`src/rtl/ryk_pkg.sv`:
```
// shared types, constants and helpers for the regularized yukawa potential sum core
// no dependencies; imported by every module of the block
package ryk_pkg;

    localparam int MAX_POINTS_DEF = 1024;
    localparam int POS_W          = 32;
    localparam int POT_W          = 64;
    localparam int DIVD_W         = 64;
    localparam int DIVS_W         = 40;
    localparam int ROOT_IN_W      = 64;
    localparam int R2_W           = 51;
    localparam int IN_DATA_W      = 192;
    localparam int IN_USER_W      = 2;

    localparam logic [31:0] KAPPA_RST = 32'd16777216;
    localparam logic [31:0] EPS_RST   = 32'd1677722;
    localparam logic [23:0] LN2_Q24   = 24'd11629080;
    localparam logic [24:0] LN2_RECIP = 25'((64'd1 << 48) / {40'd0, LN2_Q24});
    localparam logic [3:0]  EXP_TERMS = 4'd10;
    localparam logic [32:0] ONE_Q32   = 33'h1_0000_0000;
    localparam logic [63:0] POT_MAX   = 64'h7fff_ffff_ffff_ffff;
    localparam logic [63:0] POT_MIN   = 64'h8000_0000_0000_0000;

    typedef enum logic [0:0] {
        CFG_KAPPA = 1'b0,
        CFG_EPS   = 1'b1
    } cfg_idx_t;

    typedef enum logic [0:0] {
        OP_LOAD = 1'b0,
        OP_EVAL = 1'b1
    } item_op_t;

    typedef enum logic [4:0] {
        DP_NOP,
        DP_LOAD,
        DP_EVAL_INIT,
        DP_E2,
        DP_MEM_RD,
        DP_SQ_X,
        DP_SQ_Y,
        DP_SQ_Z,
        DP_SQRT_START,
        DP_KX,
        DP_ZERO_TERM,
        DP_DIV_LN2,
        DP_LN2_CAP,
        DP_POLY_MUL,
        DP_DIV_K,
        DP_POLY_UPD,
        DP_EXP,
        DP_PROD,
        DP_DIV_Q,
        DP_TERM,
        DP_ACC,
        DP_OUT
    } dp_op_t;

    typedef enum logic [4:0] {
        ST_IDLE,
        ST_E2,
        ST_CHECK,
        ST_SQX,
        ST_SQY,
        ST_SQZ,
        ST_SQRT_GO,
        ST_SQRT_WAIT,
        ST_KX,
        ST_LN2_GO,
        ST_LN2_WAIT,
        ST_PMUL,
        ST_KDIV_GO,
        ST_KDIV_WAIT,
        ST_EXP,
        ST_PROD,
        ST_QDIV_GO,
        ST_QDIV_WAIT,
        ST_ACC,
        ST_FINAL
    } state_t;

    typedef struct packed {
        logic idx_end;
        logic q_zero;
        logic sqrt_busy;
        logic div_busy;
        logic k_last;
        logic out_busy;
    } dp_status_t;

    typedef struct packed {
        logic [63:0] val;
        logic        ovf;
    } sat_t;

    function automatic sat_t sat_add(input logic [63:0] a, input logic [63:0] b);
        logic [64:0] s;
        sat_t        r;
        s = {a[63], a} + {b[63], b};
        if (s[64] != s[63])
        begin
            r.ovf = 1'b1;
            r.val = s[64] ? POT_MIN : POT_MAX;
        end
        else
        begin
            r.ovf = 1'b0;
            r.val = s[63:0];
        end
        return r;
    endfunction

    // floor(2^33 / k) for the series divisors
    function automatic logic [33:0] k_recip(input logic [3:0] k);
        logic [33:0] r;
        unique case (k)
            4'd1:    r = 34'((64'd1 << 33) / 64'd1);
            4'd2:    r = 34'((64'd1 << 33) / 64'd2);
            4'd3:    r = 34'((64'd1 << 33) / 64'd3);
            4'd4:    r = 34'((64'd1 << 33) / 64'd4);
            4'd5:    r = 34'((64'd1 << 33) / 64'd5);
            4'd6:    r = 34'((64'd1 << 33) / 64'd6);
            4'd7:    r = 34'((64'd1 << 33) / 64'd7);
            4'd8:    r = 34'((64'd1 << 33) / 64'd8);
            4'd9:    r = 34'((64'd1 << 33) / 64'd9);
            4'd10:   r = 34'((64'd1 << 33) / 64'd10);
            default: r = '0;
        endcase
        return r;
    endfunction

endpackage

```
`src/rtl/ryk_ctrl.sv`:
```
// controller state machine sequencing the per-point evaluation
// depends on ryk_pkg for state, command and status types
module ryk_ctrl (
    input  logic                clk,
    input  logic                rst_n,
    input  logic                s_tvalid,
    input  logic                item_op,
    output logic                s_tready,
    input  ryk_pkg::dp_status_t status,
    output ryk_pkg::dp_op_t     op
);
    import ryk_pkg::*;

    state_t state_reg, state_next;

    always_ff @(posedge clk or negedge rst_n)
    begin
        if (!rst_n)
            state_reg <= ST_IDLE;
        else
            state_reg <= state_next;
    end

    always_comb
    begin
        state_next = state_reg;
        op         = DP_NOP;
        s_tready   = 1'b0;
        unique case (state_reg)
            ST_IDLE:
            begin
                s_tready = 1'b1;
                if (s_tvalid)
                begin
                    if (item_op_t'(item_op) == OP_EVAL)
                    begin
                        op         = DP_EVAL_INIT;
                        state_next = ST_E2;
                    end
                    else
                        op = DP_LOAD;
                end
            end
            ST_E2:
            begin
                op         = DP_E2;
                state_next = ST_CHECK;
            end
            ST_CHECK:
            begin
                if (status.idx_end)
                    state_next = ST_FINAL;
                else
                begin
                    op         = DP_MEM_RD;
                    state_next = ST_SQX;
                end
            end
            ST_SQX:
            begin
                op         = DP_SQ_X;
                state_next = ST_SQY;
            end
            ST_SQY:
            begin
                op         = DP_SQ_Y;
                state_next = ST_SQZ;
            end
            ST_SQZ:
            begin
                op         = DP_SQ_Z;
                state_next = ST_SQRT_GO;
            end
            ST_SQRT_GO:
            begin
                op         = DP_SQRT_START;
                state_next = ST_SQRT_WAIT;
            end
            ST_SQRT_WAIT:
            begin
                if (!status.sqrt_busy)
                    state_next = ST_KX;
            end
            ST_KX:
            begin
                if (status.q_zero)
                begin
                    op         = DP_ZERO_TERM;
                    state_next = ST_ACC;
                end
                else
                begin
                    op         = DP_KX;
                    state_next = ST_LN2_GO;
                end
            end
            ST_LN2_GO:
            begin
                op         = DP_DIV_LN2;
                state_next = ST_LN2_WAIT;
            end
            ST_LN2_WAIT:
            begin
                op         = DP_LN2_CAP;
                state_next = ST_PMUL;
            end
            ST_PMUL:
            begin
                op         = DP_POLY_MUL;
                state_next = ST_KDIV_GO;
            end
            ST_KDIV_GO:
            begin
                op         = DP_DIV_K;
                state_next = ST_KDIV_WAIT;
            end
            ST_KDIV_WAIT:
            begin
                op         = DP_POLY_UPD;
                state_next = status.k_last ? ST_EXP : ST_PMUL;
            end
            ST_EXP:
            begin
                op         = DP_EXP;
                state_next = ST_PROD;
            end
            ST_PROD:
            begin
                op         = DP_PROD;
                state_next = ST_QDIV_GO;
            end
            ST_QDIV_GO:
            begin
                op         = DP_DIV_Q;
                state_next = ST_QDIV_WAIT;
            end
            ST_QDIV_WAIT:
            begin
                if (!status.div_busy)
                begin
                    op         = DP_TERM;
                    state_next = ST_ACC;
                end
            end
            ST_ACC:
            begin
                op         = DP_ACC;
                state_next = ST_CHECK;
            end
            ST_FINAL:
            begin
                if (!status.out_busy)
                begin
                    op         = DP_OUT;
                    state_next = ST_IDLE;
                end
            end
            default:
            begin
                state_next = ST_IDLE;
            end
        endcase
    end

endmodule

```
`config.mk`:
```
export PLATFORM = sky130hd
export DESIGN_NAME = ryk_ctrl
export DESIGN_NICKNAME = d
export VERILOG_FILES = /design/src/rtl/ryk_pkg.sv /design/src/rtl/ryk_ctrl.sv
export SDC_FILE = /design/constraint.sdc
export NUM_CORES = 1
export LEC_CHECK = 0
export ABC_AREA = 0
export BUFFER_PORTS_ARGS = -buffer_cell sky130_fd_sc_hd__clkbuf_2
export CAP_MARGIN = 20
export CORE_AREA = 2 2 39 41
export CTS_CLUSTER_DIAMETER = 40
export CTS_CLUSTER_SIZE = 10
export DETAILED_ROUTE_END_ITERATION = 8
export DIE_AREA = 0 0 41 43
export PLACE_DENSITY_LB_ADDON = 0.05
export SYNTH_ARGS = -nofsm -noshare
export SYNTH_HDL_FRONTEND = slang
export SYNTH_SLANG_ARGS = --single-unit
```
`constraint.sdc`:
```
create_clock -name clk -period 3 [get_ports clk]
set_clock_uncertainty 0.05 [all_clocks]
set_input_delay 0.45 -clock clk [delete_from_list [all_inputs] [get_ports clk]]
set_output_delay 0.45 -clock clk [all_outputs]
set_load 0.02 [all_outputs]
```
# Word-level counts from Yosys, hierarchy flattened
# Cells that the tools add are included.
# totals
register_bits	5
in_bits	10
output_inout_bits	6
wordCells	45
# op_classes
n_eq_ne	24
n_mux	17
reduce_logical	3
# ops
op	count
$pmux W5 S19	2
$mux W5	9
$eq A5 B4 Y1 const B	8
$eq A5 B3 Y1 const B	4
$eq A5 B5 Y1 const B	4
$eq A5 B2 Y1 const B	2
$ne A2 B2 Y1 const B	5
$mux W2	3
$mux W3	2
$eq A5 B1 Y1 const B	1
$logic_not A5 Y1	1
$reduce_and A5 Y1	1
$reduce_or A2 Y1	1
$mux W1	1

# Longest topological paths before layout
# depth
word_depth	3
ltp_mapped	6
depth_no_buf	4

# Worst setup path before layout
# No wires, ideal clock.
# synth_path
kind	reg2out
from	register state_reg[1]
to	output op[0]
arrival_time_ps	1488
required_time_ps	2500
path_slack_ps	1012
stages_incl_launch_ff	7
path_buffers	2
path_cell_list	dfrtp_1 buf_4 buf_2 nor3_1 o21a_1 a21oi_1 o21ai_0
# synth_between
elab_chain_cells	2
elab_cells_between_ends	20
cone_classes	18 x eq/ne; 1 x mux; 1 x reduce/logical
# synth_lines
item	line	rtl
from (decl)	ryk_ctrl.sv:14	state_t state_reg, state_next;
from (signal assigned)	ryk_ctrl.sv:21	state_reg <= state_next;
$eq A5 B5 Y1 (tied with other cells)	ryk_ctrl.sv:29	unique case (state_reg)
$pmux W5 S19 (*)	ryk_ctrl.sv:29	
to (decl)	ryk_ctrl.sv:10	output ryk_pkg::dp_op_t op
# Every way passes the cells marked *; elsewhere a longest branch is shown, timed or not.

# Final worst setup path
# layout_path
from	register state_reg[0]
to	output op[1]
# The elaborated chain is that of the path after synthesis.

==> results.json <==
{
  "postPlaceCellArea_um2": 674,
  "yosys_warnings": 0,
  "tightest_slew_ns": 0.636,
  "cts_buffers": 3,
  "largest_reg_flops": 5,
  "synth_edf_count": 0,
  "finalWirelength_um": 1610,
  "power_density_mw_per_mm2": 1140,
  "path_clk_slew_ns": 0.04,
  "grt_first_pass_wirelength_um": 2590,
  "die_height_um": 43,
  "io_buffer_count": 15,
  "avgSynthCellArea_um2": 7.54,
  "p_sw_mw": 0.436,
  "cp.required_ns": 2.50,
  "fmax_mhz": 409,
  "internal_power_mw": 0.374,
  "viasPerCell": 6.12,
  "syn_inst": 83,
  "startpoint": "state_reg[0]",
  "critPathLaunchType": "flop",
  "final_cell_mix": "15 x clkbuf_2, 7 x nor2_1, 6 x a21oi_1, 6 x nand2_1, 5 x dfrtp_1",
  "crit_arrival_ns": 1.95,
  "syn_nets": 93,
  "antenna_left": 0,
  "core_mm2": 0.00138,
  "async_reset_ff_frac": 1.00,
  "synth_sequential_area_ratio": 0.200,
  "clock_power_share": 0.096,
  "min_path_type": "in2reg",
  "place_congestion": 0.754,
  "track_usage": 0.213,
  "final_common_cell": "clkbuf_2",
  "synth_ff_type": "dfrtp_1",
  "cts_tree": "yes",
  "placed_cells": 106,
  "drc_errors": 0,
  "gr-total-overflow": 0,
  "fin_nets": 106,
  "fin_setup_tns_ns": 0,
  "grt_pass1_vias": 611,
  "grt_setup_unrepaired": "false",
  "firstDrtPassIters": 4,
  "cts-root-buf": "clkbuf_4",
  "fin_area_um2": 711,
  "ir_worst_vdd_uv": 446,
  "top_layer": "met4",
  "dieArea_mm2": 0.00176,
  "postCtsSetupRepairBufs": 0,
  "wl_met3_um": 90,
  "r2r_start": "state_reg[1]",
  "drive_gt1_frac": 0.263,
  "endpoint_kind": "primary output",
  "cts_sinks": 5,
  "synth-seq-cells": 5,
  "wl_met1_um": 746,
  "post-route-period-util": 0.816,
  "dp_hpwl_um": 1090,
  "cap_violations": 0,
  "die_w_um": 41,
  "start_util": 0.452,
  "antenna_found_initial": 0,
  "pwr-share-comb": 0.609,
  "drt_iter0_markers": 22,
  "n_antenna_cell": 0,
  "crit_fanout": 19,
  "slew_headroom": 0.576,
  "power_frac_seq": 0.294,
  "setup_viol": 0,
  "hp-start": "status[1]",
  "period_needed_ns": 2.45,
  "switching_share": 0.538,
  "synthToLayoutAreaGrowth_pct": 13.6,
  "grt_max_degree": 21,
  "insertion_delay_ns": 0.24,
  "wl_met2_um": 760,
  "maxSlewViolCount": 0,
  "rows": 14,
  "hold_viol_final": 0,
  "vias": 679,
  "clock_path_buffers": 2,
  "ys_types": 34,
  "synth_area_um2": 626,
  "post_drt_wl_per_cell_um": 14.5,
  "outcome": "complete, no violations",
  "htree_levels": 1,
  "cellLeakagePower_nw": 0.322,
  "fin_cells": 111,
  "boundaryPins": 16,
  "critical_path_class": "reg2out"
}
==> layer usage <==
metal  track usage  vias up
met4        0.0667        0
met3        0.0681        2
met5             0        -
met2         0.316       20
li1              -      336
met1         0.285      321
==> path summary, 6_finish.rpt <==
path                                end  slack, ns  cells after the start
setup / recovery                  op[1]       0.55                      4
hold / removal             state_reg[0]       0.47                      3
setup reg to reg           state_reg[4]       1.17                      4
hold reg to reg            state_reg[0]       0.83                      1
max in group asynchronous  state_reg[0]       2.27                      2
min in group asynchronous  state_reg[3]       0.50                      2
==> repair_timing <==
| action | CTS | global route |
|---|---|---|
| hold endpoints to repair | 5 | 0 |
| gates resized for setup | 0 | 0 |
| hold buffers | 1 | 0 |
==> cell type report <==
type | instances | area, um2
multi-input cells | 65 | 432
repair buffers | 17 | 92.6
inverters | 4 | 15.0
fillers | 153 | 673
clock buffers | 4 | 26.3
well taps | 16 | 20.0
flip-flops and latches | 5 | 125
==> power groups by stage <==
stage               clock network (mW)  logic (mW)  registers, mW
floorplan                            0       0.503          0.116
global placement                     0       0.496          0.234
detailed placement                   0       0.491          0.234
CTS                             0.0818       0.495          0.233
global route                    0.0881       0.549          0.246
finish                          0.0780       0.494          0.238
==> metrics by stage <==
step                power, mW  utilization  worst slack, ns  hold WS [ns]
finish                  0.810        0.514            0.553         0.471
global route            0.884        0.514            0.451         0.472
CTS                     0.811        0.514            0.551         0.469
detailed placement      0.726        0.487            0.822         0.220
global placement        0.731        0.487            0.821         0.220
floorplan               0.619            -             1.01         0.104
==> cells by family after synthesis <==
kind of cell | share of synthesized area
buffers and inverters | 0.110
xor gates and xnor gates | 0.0140
and+or+nand+nor | 0.298
DFF | 0.200
muxes | 0.0640
AOI/OAI and AO/OA | 0.314
==> synthesized netlist by cell type (2+ instances only) <==
cell type,number,share of area
buf_2,7,0.056
nand3b_1,4,0.048
nand2_1,6,0.036
nor2b_1,2,0.020
inv_1,4,0.024
nor2_1,7,0.042
and3_1,2,0.020
o21ai_0,4,0.032
nor3_1,2,0.016
a41oi_1,2,0.028
a31oi_1,2,0.020
dfrtp_1,5,0.20
a21oi_1,6,0.048
mux2i_1,4,0.064
a2111oi_0,2,0.028
o32ai_1,2,0.028
a32oi_1,2,0.028
nand3_1,3,0.024
o21a_1,2,0.024
==> critical path: stages, from the launching register on <==
cell,delay [ns]
dfrtp_1,0.70
nor2_1,0.21
and3_1,0.26
a311o_2,0.38
clkbuf_2,0.15
No activity file was read; power rests on OpenSTA's default activity.
